<file path="config.mk">
export PLATFORM = sky130hd
export DESIGN_NAME = wsm_mem
export DESIGN_NICKNAME = d
export VERILOG_FILES = /design/src/rtl/wsm_pkg.sv /design/src/rtl/wsm_mem.sv
export SDC_FILE = /design/constraint.sdc
export NUM_CORES = 2
export LEC_CHECK = 0
export CAP_MARGIN = 0
export CORE_MARGIN = 3
export CORE_UTILIZATION = 40
export DETAILED_ROUTE_END_ITERATION = 10
export DONT_BUFFER_PORTS = 1
export GPL_TIMING_DRIVEN = 0
export SYNTH_ARGS = -nofsm -noshare
export SYNTH_HDL_FRONTEND = slang
export SYNTH_MEMORY_MAX_BITS = 65536
export SYNTH_SLANG_ARGS = --single-unit
</file>
<file path="constraint.sdc">
create_clock -name clk -period 8.1 [get_ports clk]
set_clock_uncertainty 0.05 [all_clocks]
set_input_delay 0.405 -clock clk [delete_from_list [all_inputs] [get_ports clk]]
set_output_delay 0.405 -clock clk [all_outputs]
set_load 0.03 [all_outputs]
</file>
<file path="src/rtl/wsm_pkg.sv">
package wsm_pkg;

  localparam int ID_W     = 31;
  localparam int MAC_W    = 48;
  localparam int PROTO_W  = 8;
  localparam int VLAN_W   = 13;
  localparam int KIND_W   = 2;
  localparam int STATUS_W = 2;

  // Most results a single lookup may produce, and the width of a count up to it.
  localparam int MAX_RESULTS = 32;
  localparam int RES_W       = $clog2(MAX_RESULTS + 1);

  localparam logic [KIND_W-1:0] KIND_CREATE = 2'd0;
  localparam logic [KIND_W-1:0] KIND_DELETE = 2'd1;
  localparam logic [KIND_W-1:0] KIND_LOOKUP = 2'd2;

  localparam logic [STATUS_W-1:0] STAT_OK        = 2'd0;
  localparam logic [STATUS_W-1:0] STAT_EXISTS    = 2'd1;
  localparam logic [STATUS_W-1:0] STAT_NOT_FOUND = 2'd2;
  localparam logic [STATUS_W-1:0] STAT_FULL      = 2'd3;

  localparam logic [MAC_W-1:0]  BCAST_MAC = {MAC_W{1'b1}};
  localparam logic [VLAN_W-1:0] VLAN_ANY  = {VLAN_W{1'b1}};

  typedef struct packed {
    logic [ID_W-1:0]    id;
    logic [MAC_W-1:0]   local_mac;
    logic [MAC_W-1:0]   remote_mac;
    logic [PROTO_W-1:0] proto;
    logic [VLAN_W-1:0]  vlan;
  } entry_t;

  typedef struct packed {
    logic id_lt;
    logic id_eq;
    logic hit;
  } cmp_t;

endpackage

</file>
<file path="src/rtl/wsm_mem.sv">
module wsm_mem #(
  parameter int DEPTH = 32,
  parameter int AW    = 5
) (
  input  logic                  clk,
  input  logic                  we,
  input  logic [AW-1:0]         waddr,
  input  wsm_pkg::entry_t       wdata,
  input  logic                  re,
  input  logic [AW-1:0]         raddr,
  output wsm_pkg::entry_t       rdata
);

  wsm_pkg::entry_t mem [DEPTH];

  always_ff @(posedge clk) begin
    if (we) begin
      mem[waddr] <= wdata;
    end
  end

  // Read data holds when no read is issued, so a stalled scan keeps its entry.
  always_ff @(posedge clk) begin
    if (re) begin
      rdata <= mem[raddr];
    end
  end

endmodule

</file>
==> results.ini <==
[setup_path]
max_stage_delay_ns=1.12
crit_fanout=10
path_common_cell=buf_2
cp.arrival_ns=4.12
worst-path-stages=7
worst_r2r_endpoint=rdata[21]
startpoint_type=input pin
required_ns=8.67
cpMaxStageDelayCell=nor4_1
reg2reg_from=mem[25][21]
endpoint_kind=register
path_buf_inv=3
cp-startpoint=raddr[4]
crit_path_end=rdata[18]
crit_chain=buf_2 -> nor2b_1 -> nand2_1 -> buf_2 -> clkbuf_1 -> o22ai_1 -> nor4_1
rr_worst_depth=3
crit_family=buffers and inverters
crit_type=in -> reg
ff2ff_setup_slack_ns=5.79

[synth]
synth-seq-cells=4884
synth-seq-area-share=0.809
syn_inst=7597
avgSynthCellArea_um2=23.9
synth_fp_nets=7758
synth_warnings=0
netlist_area_um2=181000
ys_types=24

[placed_design]
pre_cts_slack_ns=3.39
place_area_um2=195000
placed_cells=13800
dp_hpwl_um=333000
gp_routability_congestion=0.751
port_buffers=0

[min_path]
min_path_type=in -> reg

[clock_tree]
cts_resized=0
clk_path_buf_depth=4
clock_latency_ns=0.99
clkTransAtPathRegs_ns=0.06
cts-root-buf=clkbuf_16
cts_buffers=472
cts_num_sinks=4884
cts_tree=done
htreeDepth=5

[cells_and_area]
layout-drive-gt1-share=0.260
final_cells=14900
final_area_um2=212000
syn_to_final_growth_pct=17.0
nNetsFinal=8676

[sta]
fmaxAchievable_mhz=281
period_needed_ns=3.55
worst_slack_ns=4.55
finalCritPeriodShare=0.439
max-slew-margin-rel=0.0408
finalMaxSlewViolations=0
setup_viol=0
rsz0062_at_grt=no
worst_pin_slew_ns=1.44
final.setup.tns_ns=0
hold_viol_final=0

[routing]
ant_nets=0
wl_per_cell_um=33.7
vias_per_cell=5.84
firstDrtPassIters=5
drt-initial-drc-count=10800
post-route-drc-count=0
drt-total-wl_um=503000
vias=87100

[floorplanning]
ios=309
fp.dieW_um=679
design.core.area_um2=450000
dieArea_um2=461000
die_h_um=679
initial_core_util=0.403
placementRows=246

[global_route]
grt_max_degree=149
grt_usage=0.215
grt_remaining_overflow=0
grt_pass1_wl_um=700000
antenna_found_initial=91
grt_pass1_vias=88200

[power]
ir_worst_vdd_mv=0.201
power_density_nw_per_um2=249
p_leak_nw=65.9

[run]
cap_violations=0

[status]
status=finished, final reports clean

metrics by stage:
| step | util | hold WS (ns) | power, mW |
|---|---|---|---|
| floorplan | - | 0.454 | 30.2 |
| global placement | 0.419 | 0.456 | 31.1 |
| detailed placement | 0.432 | 0.455 | 31.1 |
| CTS | 0.471 | 0.00516 | 53.2 |
| global route | 0.471 | 0.0552 | 54.3 |
| finish | 0.471 | 0.0941 | 52.8 |
synth_stat cells:
cell / number / area, um2
nand3b_1: 5 / 37.5
buf_4: 87 / 653
a22oi_1: 228 / 1710
nand2b_1: 1 / 6.26
and2_1: 1 / 6.26
mux4_2: 1032 / 23200
nand4_1: 38 / 238
edfxtp_1: 4884 / 147000
buf_6: 19 / 214
and3_1: 1 / 6.26
buf_1: 7 / 26.3
nor2b_1: 3 / 18.8
or2_2: 2 / 12.5
or3b_2: 4 / 35.0
nor3b_1: 1 / 7.51
nand3_1: 79 / 395
or3_1: 2 / 12.5
buf_2: 164 / 821
clkbuf_1: 143 / 537
mux2i_1: 304 / 3040
o22ai_1: 440 / 2750
nor4_1: 110 / 688
nor2_1: 37 / 139
nand2_1: 5 / 18.8
power by group:
part	total [mW]	switching (mW)	internal (mW)	leakage (nW)
Combinational	2.50	1.61	0.890	14.4
Clock	21.8	9.42	12.4	7.45
Sequential	28.5	0.256	28.2	44.1
kinds of logic (layout without fill, tap and decap cells):
family	Yosys count	count (layout)	share of synthesized area
AO/OA/AOI/OAI	668	668	0.0246
AND/OR/NAND/NOR	289	289	0.00894
buffers and inverters	420	1732	0.0124
flip-flops	4884	4884	0.809
multiplexers	1336	1336	0.145
other	0	45	0
sequential cells by signal, summed over array words and instances, names as in the netlist:
name and cells:
mem 4736, rdata 148
worst min path at each step:
| stage | start | to | slack [ns] | cells past startpoint |
|---|---|---|---|---|
| 2_1_floorplan | wdata[0] | mem[0][0] | 0.45 | 0 |
| 3_3_place_gp | wdata[81] | mem[14][81] | 0.46 | 0 |
| 3_5_place_dp | wdata[51] | mem[4][51] | 0.46 | 0 |
| 4_1_cts | waddr[2] | mem[20][143] | 0.005 | 2 |
| 5_1_grt | waddr[2] | mem[20][143] | 0.06 | 2 |
| 6_report | waddr[2] | mem[20][143] | 0.09 | 2 |
cell type report:
| type | count | area, um2 |
|---|---|---|
| Antenna cell | 45 | 113 |
| Buffer | 420 | 2270 |
| Clock buffer | 567 | 12300 |
| Clock inverter | 301 | 3010 |
| Fill cell | 36100 | 238000 |
| Multi-Input combinational cell | 2293 | 32700 |
| Sequential cell | 4884 | 147000 |
| Tap cell | 5952 | 7450 |
| Timing Repair Buffer | 444 | 7560 |
layout by cell type, fill, tap and decap left out, types with 95 or more instances in the layout:
master / Yosys / final
edfxtp_1: 4884 / 4884
mux4_2: 1032 / 1032
clkbuf_16: 0 / 477
o22ai_1: 440 / 440
mux2i_1: 304 / 304
buf_12: 0 / 247
a22oi_1: 228 / 228
clkbuf_1: 143 / 220
buf_2: 164 / 168
dlygate4sd3_1: 0 / 153
clkinv_1: 0 / 121
nor4_1: 110 / 95
repair_timing:
item,in CTS,in global routing
endpoints found under the hold margin,4961,0
hold buffers,169,0
setup buffers,0,0
per-layer routing:
layer  track usage  wire (um)  vias up
met1         0.289     195000    47000
met3        0.0423      43200      843
met2         0.357     249000     4244
met4        0.0652      16400       42
li1              -          -    35000
met5             0        285        -
(Power assumes the default switching activity.)
