**src/rtl/wsm_pkg.sv**
```systemverilog
package wsm_pkg;

  localparam int ID_W     = 31;
  localparam int MAC_W    = 48;
  localparam int PROTO_W  = 8;
  localparam int VLAN_W   = 13;
  localparam int KIND_W   = 2;
  localparam int STATUS_W = 2;

  // Most results a single lookup may produce, and the width of a count up to it.
  localparam int MAX_RESULTS = 32;
  localparam int RES_W       = $clog2(MAX_RESULTS + 1);

  localparam logic [KIND_W-1:0] KIND_CREATE = 2'd0;
  localparam logic [KIND_W-1:0] KIND_DELETE = 2'd1;
  localparam logic [KIND_W-1:0] KIND_LOOKUP = 2'd2;

  localparam logic [STATUS_W-1:0] STAT_OK        = 2'd0;
  localparam logic [STATUS_W-1:0] STAT_EXISTS    = 2'd1;
  localparam logic [STATUS_W-1:0] STAT_NOT_FOUND = 2'd2;
  localparam logic [STATUS_W-1:0] STAT_FULL      = 2'd3;

  localparam logic [MAC_W-1:0]  BCAST_MAC = {MAC_W{1'b1}};
  localparam logic [VLAN_W-1:0] VLAN_ANY  = {VLAN_W{1'b1}};

  typedef struct packed {
    logic [ID_W-1:0]    id;
    logic [MAC_W-1:0]   local_mac;
    logic [MAC_W-1:0]   remote_mac;
    logic [PROTO_W-1:0] proto;
    logic [VLAN_W-1:0]  vlan;
  } entry_t;

  typedef struct packed {
    logic id_lt;
    logic id_eq;
    logic hit;
  } cmp_t;

endpackage

```
**src/rtl/wsm_cmp.sv**
```systemverilog
module wsm_cmp (
  input  wsm_pkg::entry_t ent,
  input  wsm_pkg::entry_t key,
  output wsm_pkg::cmp_t   res
);

  logic lmac_ok;
  logic rmac_ok;
  logic proto_ok;
  logic vlan_ok;

  // A zero MAC in the entry or a broadcast MAC in the frame matches anything.
  assign lmac_ok  = (ent.local_mac == '0) || (key.local_mac == wsm_pkg::BCAST_MAC) ||
                    (key.local_mac == ent.local_mac);
  assign rmac_ok  = (ent.remote_mac == '0) || (key.remote_mac == wsm_pkg::BCAST_MAC) ||
                    (key.remote_mac == ent.remote_mac);
  assign proto_ok = (ent.proto == '0) || (ent.proto == key.proto);
  assign vlan_ok  = (ent.vlan == wsm_pkg::VLAN_ANY) || (ent.vlan == key.vlan);

  assign res.id_lt = ent.id < key.id;
  assign res.id_eq = ent.id == key.id;
  assign res.hit   = lmac_ok && rmac_ok && proto_ok && vlan_ok;

endmodule

```
**config.mk**
```make
export PLATFORM = sky130hd
export DESIGN_NAME = wsm_cmp
export DESIGN_NICKNAME = d
export VERILOG_FILES = /design/src/rtl/wsm_pkg.sv /design/src/rtl/wsm_cmp.sv
export SDC_FILE = /design/constraint.sdc
export NUM_CORES = 1
export LEC_CHECK = 0
export BUFFER_PORTS_ARGS = -buffer_cell sky130_fd_sc_hd__clkbuf_2
export CORE_AREA = 4 4 115 117
export DETAILED_ROUTE_END_ITERATION = 8
export DIE_AREA = 0 0 119 121
export REMOVE_ABC_BUFFERS = 1
export SLEW_MARGIN = 20
export SYNTH_ARGS = -nofsm -noshare
export SYNTH_HDL_FRONTEND = slang
export SYNTH_SLANG_ARGS = --single-unit
```
**constraint.sdc**
```tcl
create_clock -name vclk -period 3.3
set_input_delay 0.66 -clock vclk [all_inputs]
set_output_delay 0.66 -clock vclk [all_outputs]
set_load 0.02 [all_outputs]
```
==> results of run 1 <==
## final cells by class
type	instances	area share, %
inverter	31	2.74
timing repair buffer	299	35.2
multi-input combinational	301	57.0
tap	172	5.07
## metal layers
layer  vias to the layer above  global-route usage, %  routed length (um)
met4                         0                   7.46                 606
met5                         -                      0                   0
met3                        36                   2.75                1080
li1                       1874                      -                   -
met1                      1691                   16.4                4280
met2                       244                   32.3                6740
## where the power goes
part | total (mW) | leakage, nW | internal (mW) | switching (mW)
Clock | 0 | 0 | 0 | 0
Combinational | 0.513 | 2.13 | 0.270 | 0.243
Sequential | 0 | 0 | 0 | 0
Total | 0.513 | 2.13 | 0.270 | 0.243
## worst min-delay path by stage
stage / cells past startpoint / startpoint / end
floorplan: 3 / ent[19] / res[0]
global placement: 6 / ent[147] / res[2]
CTS: 6 / ent[147] / res[2]
finish: 6 / ent[147] / res[2]
detailed placement: 6 / ent[147] / res[2]
global route: 6 / ent[147] / res[2]
## placed cells by master (no fill, tap or decap), types with 2 or more instances in the layout
| master | netlist | layout |
|---|---|---|
| clkbuf_2 | 0 | 299 |
| xnor2_1 | 104 | 104 |
| nand4_1 | 64 | 64 |
| nor4_1 | 38 | 38 |
| inv_1 | 31 | 31 |
| ha_1 | 31 | 31 |
| a21o_1 | 14 | 14 |
| xor2_1 | 13 | 13 |
| a21oi_1 | 7 | 7 |
| nor4_2 | 6 | 6 |
| nand3_1 | 3 | 3 |
| nand2_1 | 2 | 2 |
| o31ai_1 | 2 | 2 |
| a31oi_1 | 2 | 2 |
| nor2_1 | 2 | 2 |
| o21ai_0 | 2 | 2 |
| and4_1 | 2 | 2 |
## cells by family after synthesis
| logic type | share of synthesized area [%] |
|---|---|
| simple gates | 30.7 |
| buf+inv | 4.59 |
| xor+xnor | 40.4 |
| fa+ha+maj | 15.3 |
| compound gates | 9.03 |
## through the flow
stage | hold WS, ps | utilization [%]
after floorplan | 1600 | -
after global placement | 1870 | 34.4
after detailed placement | 1860 | 34.4
after CTS | 1860 | 34.4
after global routing | 1900 | 34.4
final | 1870 | 34.4
==> reports/qor.yml, run 1 <==
flow_run:
  cap_violations: 0
yosys:
  yosysTopAreaCellShare_pct: 35.9
  yosysWarnings: 0
  netlist_area_um2: 2540
  synth_common_cells: "xnor2_1 (104), nand4_1 (64), nor4_1 (38)"
  yosysSeqAreaShare_pct: 0
  synth.area.top_cells: "xnor2_1 (36%), nand4_1 (16%), ha_1 (15%)"
  synth_top_area_cell: "xnor2_1"
  syn_avg_cell_area_um2: 7.64
  synth.most_common_cell: "xnor2_1"
  ys_types: 25
  syn_inst: 332
cells_and_area:
  nets: 960
  fill_cells: 1361
  num-clock-buffers: 0
  fin_area_um2: 4250
  final-seq-area_um2: 0
  seq_cells: 0
  antenna_cells: 0
  fin_cells: 803
  drive_above_1_share_pct: 48.5
  multi_input_area_um2: 2420
  syn2layout_area_growth_pct: 67.5
placed_design:
  dp_cells: 803
  dp_slack_ps: 391
  io_buffers: 299
  post_dp_cell_area_um2: 4250
  gp_congestion: 0.910
  dp_hpwl_um: 12300
global_routing:
  overflow: 0
  grt_max_degree: 4
  antenna_found_initial: 0
  grt_usage_pct: 16.3
  grt_pass1_vias: 4126
  grt_first_pass_wirelength_um: 19200
detailed_routing:
  vias: 3845
  ant_nets: 0
  drc_errors: 0
  via_per_inst: 4.79
  drtIter0Drc: 111
  wl_per_cell_um: 15.8
  dr.pass1.iters: 4
  routed_wl_um: 12700
timing:
  finalHoldViolCount: 0
  tightest_slew_ps: 479
  finalWorstPathRequiredPeriod_ps: 2890
  fmaxAchievable_mhz: 345
  final_max_slew_viol_count: 0
  rsz0062_at_grt: "false"
  worst_slack_ps: 405
  relSlewSlack_pct: 67.8
  fin_crit_sh_pct: 87.7
  setup_tns_ps: 0
  finalSetupViolCount: 0
worst_setup_path:
  startpoint_type: "primary input"
  required_ps: 2640
  crit_buf_inv: 3
  crit_end: "res[2]"
  crit_path_top_delay_cell: "ha_1"
  cp.arrival_ps: 2230
  crit_family: "compound AO/OA/AOI/OAI gates"
  cp-startpoint: "key[125]"
  crit_path_max_incr_delay_ps: 280
  crit_path_max_fanout: 2
  crit_path_frequent_cell: "a21o_1"
  cp_num_cells: 10
  crit_chain: "clkbuf_2 > inv_1 > ha_1 > a21o_1 > a21o_1 > a21oi_1 > o21ai_1 > a21o_1 > a221oi_2 > clkbuf_2"
  crit_path_end_kind: "primary output"
  criticalPathCategory: "in -> out"
power:
  total_power_uw: 513
  peakVddDrop_uv: 58.9
  p_per_area_nw_per_um2: 121
  p_leak_nw: 2.13
floorplan:
  die_h_um: 121
  die_area_um2: 14400
  start_util_pct: 20.5
  num_rows: 41
  die_width_um: 119
  core_region_area_um2: 12400
  ios: 299
cts:
  cts_setup_buffers: 0
  hold_buffers: 0
  cts_resized: 0
worst_hold_path:
  worstHoldPathType: "in -> out"
run_status:
  status: "finished clean"
No activity file was read; power rests on OpenSTA's default activity.
==> run 2: changes to the inputs <==
--- a/config.mk
+++ b/config.mk
@@ -9,6 +9,7 @@
 export CORE_AREA = 4 4 115 117
 export DETAILED_ROUTE_END_ITERATION = 8
 export DIE_AREA = 0 0 119 121
+export RECOVER_POWER = 100
 export REMOVE_ABC_BUFFERS = 1
 export SLEW_MARGIN = 20
 export SYNTH_ARGS = -nofsm -noshare
==> run 2 against run 1 <==
Against the previous run:
- flip-flop and latch count did not move
- total power barely moved
- combinational power barely moved
- global-route usage did not move
- highest routed layer unchanged
==> reports/qor.yml, run 2 (synthesis gave the netlist of run 1 again) <==
floorplan:
  num_rows: 41
  start_util_pct: 20.5
  die_area_um2: 14400
  die_width_um: 119
  ios: 299
  die_h_um: 121
  core_region_area_um2: 12400
timing:
  setup_tns_ps: 0
  tightest_slew_ps: 480
  whs_ps: 1880
  fmaxAchievable_mhz: 338
  rsz0062_at_grt: "false"
  final_max_slew_viol_count: 0
  finalSetupViolCount: 0
  finalWorstPathRequiredPeriod_ps: 2960
  finalHoldViolCount: 0
  fin_crit_sh_pct: 89.6
  worst_slack_ps: 345
  relSlewSlack_pct: 67.7
placed_design:
  dp_slack_ps: 391
  dp_cells: 803
  post_dp_cell_area_um2: 4250
  dp_hpwl_um: 12300
  io_buffers: 299
  gp_congestion: 0.910
cells_and_area:
  syn2layout_area_growth_pct: 67.3
  num-clock-buffers: 0
  final-seq-area_um2: 0
  fin_area_um2: 4240
  seq_cells: 0
  final_core_util_pct: 34.3
  nets: 960
  fin_cells: 803
  final_common_cell: "clkbuf_2"
  drive_above_1_share_pct: 48.0
  antenna_cells: 0
  fill_cells: 1362
  final_cell_mix: "clkbuf_2 (296), xnor2_1 (104), nand4_1 (64), nor4_1 (38)"
  multi_input_area_um2: 2420
worst_setup_path:
  crit_path_top_delay_cell: "ha_1"
  crit_family: "compound AO/OA/AOI/OAI gates"
  crit_chain: "clkbuf_2 > inv_1 > ha_1 > a21o_1 > a21o_1 > a21oi_1 > o21ai_1 > a21o_1 > a221oi_2 > clkbuf_1"
  crit_path_max_fanout: 2
  cp.arrival_ps: 2300
  crit_path_end_kind: "primary output"
  crit_path_frequent_cell: "a21o_1"
  startpoint_type: "primary input"
  crit_path_max_incr_delay_ps: 280
  criticalPathCategory: "in -> out"
  crit_buf_inv: 3
  required_ps: 2640
power:
  p_leak_nw: 2.12
  p_per_area_nw_per_um2: 121
  peakVddDrop_uv: 58.8
  total_power_uw: 512
global_routing:
  grt_first_pass_wirelength_um: 19200
  grt_usage_pct: 16.3
  grt_max_degree: 4
  antenna_found_initial: 0
  overflow: 0
  grt_pass1_vias: 4126
flow_run:
  cap_violations: 0
detailed_routing:
  dr.pass1.iters: 4
  drtIter0Drc: 112
  routed_wl_um: 12700
  drc_errors: 0
  via_per_inst: 4.79
  wl_per_cell_um: 15.8
  ant_nets: 0
  vias: 3846
run_status:
  status: "finished clean"
cts:
  hold_buffers: 0
  cts_resized: 0
  cts_setup_buffers: 0
worst_hold_path:
  worstHoldPathType: "in -> out"
-- run 2: cell counts in the layout (fill, tap and decap cells not counted) --
No cell type changed its count.
-- run 2: path summary, 6_finish.rpt --
path | startpoint | endpoint | slack (ps) | cells after the start
hold / removal | ent[147] | res[2] | 1880 | 6
setup / recovery | key[125] | res[2] | 340 | 10
-- run 2: metal layers --
| layer | part of all wire (%) | GRT usage, % |
|---|---|---|
| met5 | 0 | 0 |
| met4 | 4.8 | 7.46 |
| met2 | 53 | 32.3 |
| met3 | 8.5 | 2.75 |
| met1 | 34 | 16.4 |
-- run 2: layout make-up --
| cell class | count | area share (%) |
|---|---|---|
| inverters | 31 | 2.74 |
| multi-input cells | 301 | 57.0 |
| well taps | 172 | 5.07 |
| repair buffers | 299 | 35.2 |
-- run 2: tightest hold or removal path: stages --
cell and delay [ps]:
clkbuf_2 80, ha_1 130, a21oi_1 40, o21ai_0 100, a221oi_2 50, clkbuf_1 170
-- run 2: where the power goes --
part | switching (mW) | internal, mW | leakage (nW)
Sequential | 0 | 0 | 0
Clock | 0 | 0 | 0
Combinational | 0.243 | 0.270 | 2.12
Total | 0.243 | 0.270 | 2.12
==> run 3: changes to the inputs <==
--- a/config.mk
+++ b/config.mk
@@ -5,10 +5,12 @@
 export SDC_FILE = /design/constraint.sdc
 export NUM_CORES = 1
 export LEC_CHECK = 0
+export ABC_AREA = 1
 export BUFFER_PORTS_ARGS = -buffer_cell sky130_fd_sc_hd__clkbuf_2
-export CORE_AREA = 4 4 115 117
+export CORE_AREA = 4 4 114 116
 export DETAILED_ROUTE_END_ITERATION = 8
-export DIE_AREA = 0 0 119 121
+export DIE_AREA = 0 0 118 120
+export PLACE_DENSITY_LB_ADDON = 0.2
 export RECOVER_POWER = 100
 export REMOVE_ABC_BUFFERS = 1
 export SLEW_MARGIN = 20
==> run 3 against run 2 <==
Against the previous run:
- synthesized cell count increased by 100%
- global-route usage up 0.98 points
- final cell count up 40%
- critical path type unchanged
- critical path depth stayed put
- critical endpoint unchanged
- count of clock-buffer cells in the layout unchanged
- synthesized area increased by 32%
- first-iteration DRC count increased by 36%
==> reports/qor.yml, run 3 <==
cts:
  cts_setup_buffers: 0
  cts_resized: 0
  hold_buffers: 0
floorplan:
  num_rows: 40
  start_util_pct: 28.2
  ios: 299
  die_h_um: 120
  core_region_area_um2: 11900
  die_area_um2: 14200
  die_width_um: 118
yosys:
  yosysWarnings: 0
  synth_top_area_cell: "nand2_1"
  syn_avg_cell_area_um2: 4.95
  netlist_area_um2: 3350
  synth.area.top_cells: "nand2_1 (27%), xnor2_1 (16%), inv_1 (13%)"
  syn_inst: 678
  synth_common_cells: "nand2_1 (243), inv_1 (119), nor2_1 (112)"
  synth_compound_area_share_pct: 4.40
  synthSimpleGateAreaFrac_pct: 50.4
  yosysSeqAreaShare_pct: 0
  synth-xor-area-share_pct: 19.1
  synth_top_family_by_area: "simple AND/OR/NAND/NOR gates"
  ys_types: 25
  synth_mux_area_share_pct: 0
  synth.most_common_cell: "nand2_1"
  yosysTopAreaCellShare_pct: 27.2
  synth-adder-area-share_pct: 11.6
cells_and_area:
  syn2layout_area_growth_pct: 50.0
  drive_above_1_share_pct: 31.8
  final_common_cell: "clkbuf_2"
  fin_cells: 1124
  nets: 1306
  fin_area_um2: 5030
  seq_cells: 0
  num-clock-buffers: 0
  antenna_cells: 0
  final-seq-area_um2: 0
  final_cell_mix: "clkbuf_2 (296), nand2_1 (243), inv_1 (119), nor2_1 (112), xnor2_1 (62)"
worst_setup_path:
  crit_path_max_fanout: 2
  crit_path_end_kind: "primary output"
  startpoint_type: "primary input"
  criticalPathCategory: "in -> out"
  required_ps: 2640
  cp.arrival_ps: 1950
global_routing:
  antenna_found_initial: 0
  grt_max_degree: 4
  overflow: 0
  grt_pass1_vias: 4747
  grt_usage_pct: 17.3
  grt_first_pass_wirelength_um: 20800
detailed_routing:
  ant_nets: 0
  routed_wl_um: 13100
  wl_per_cell_um: 11.6
  dr.pass1.iters: 4
  drc_errors: 0
  via_per_inst: 4.25
  drtIter0Drc: 152
  vias: 4772
worst_hold_path:
  worstHoldPathType: "in -> out"
  whs_path_depth: 6
  hold_start: "ent[12]"
  hold_end: "res[0]"
timing:
  fmaxAchievable_mhz: 383
  relSlewSlack_pct: 81.3
  finalSetupViolCount: 0
  final_max_slew_viol_count: 0
  finalWorstPathRequiredPeriod_ps: 2610
  fin_crit_sh_pct: 79.0
  rsz0062_at_grt: "false"
  finalHoldViolCount: 0
  tightest_slew_ps: 281
  setup_tns_ps: 0
placed_design:
  io_buffers: 299
  post_dp_cell_area_um2: 5030
  gp_congestion: 0.860
  dp_hpwl_um: 12700
  dp_cells: 1124
power:
  p_per_area_nw_per_um2: 107
  p_leak_nw: 3.10
  peakVddDrop_uv: 45.1
flow_run:
  cap_violations: 0
run_status:
  status: "finished clean"
run 3: how the worst max path moves through the flow:
| stage | start | to | cells after the start |
|---|---|---|---|
| floorplan | key[139] | res[2] | 8 |
| global placement | key[139] | res[2] | 10 |
| detailed placement | key[139] | res[2] | 10 |
| CTS | key[139] | res[2] | 10 |
| global route | key[139] | res[2] | 10 |
| finish | key[139] | res[2] | 10 |
run 3: cell type report:
cell class	count	area [um2]
fillers	1409	6880
inverters	130	488
multi-input cells	548	2870
well taps	147	184
repair buffers	299	1490
run 3: metrics by stage:
stage | hold WS [ps] | utilization, % | total power [mW] | worst slack [ps]
floorplan | 1560 | - | 0.261 | 894
global placement | 1830 | 42.3 | 0.539 | 713
detailed placement | 1830 | 42.3 | 0.542 | 730
CTS | 1830 | 42.3 | 0.545 | 714
global route | 1880 | 42.2 | 0.619 | 503
finish | 1840 | 42.2 | 0.537 | 692
run 3: critical path: stages:
cell and delay, ps:
clkbuf_2 70, inv_1 30, ha_1 280, a21oi_1 140
o21ai_0 110, a21oi_1 120, or2_2 120, nand2_1 40
a21oi_1 110, clkbuf_1 260
run 3: per-layer routing:
| layer | wire (um) | up-vias | track usage [%] |
|---|---|---|---|
| met4 | 58 | 0 | 0.659 |
| met1 | 5220 | 1932 | 20.1 |
| met2 | 6820 | 175 | 34.6 |
| li1 | - | 2659 | - |
| met3 | 978 | 6 | 2.73 |
| met5 | 0 | - | 0 |
run 3: cells by family (layout without fill, tap and decap cells):
kind of cell / after synthesis / in the layout
fa+ha+maj: 31 / 31
buf+inv: 130 / 429
compound gates: 28 / 28
xor+xnor: 73 / 73
simple gates: 416 / 416
run 3: power breakdown:
| group | total, mW | switching [mW] | internal [mW] |
|---|---|---|---|
| sequential | 0 | 0 | 0 |
| combinational | 0.537 | 0.265 | 0.272 |
| clock | 0 | 0 | 0 |
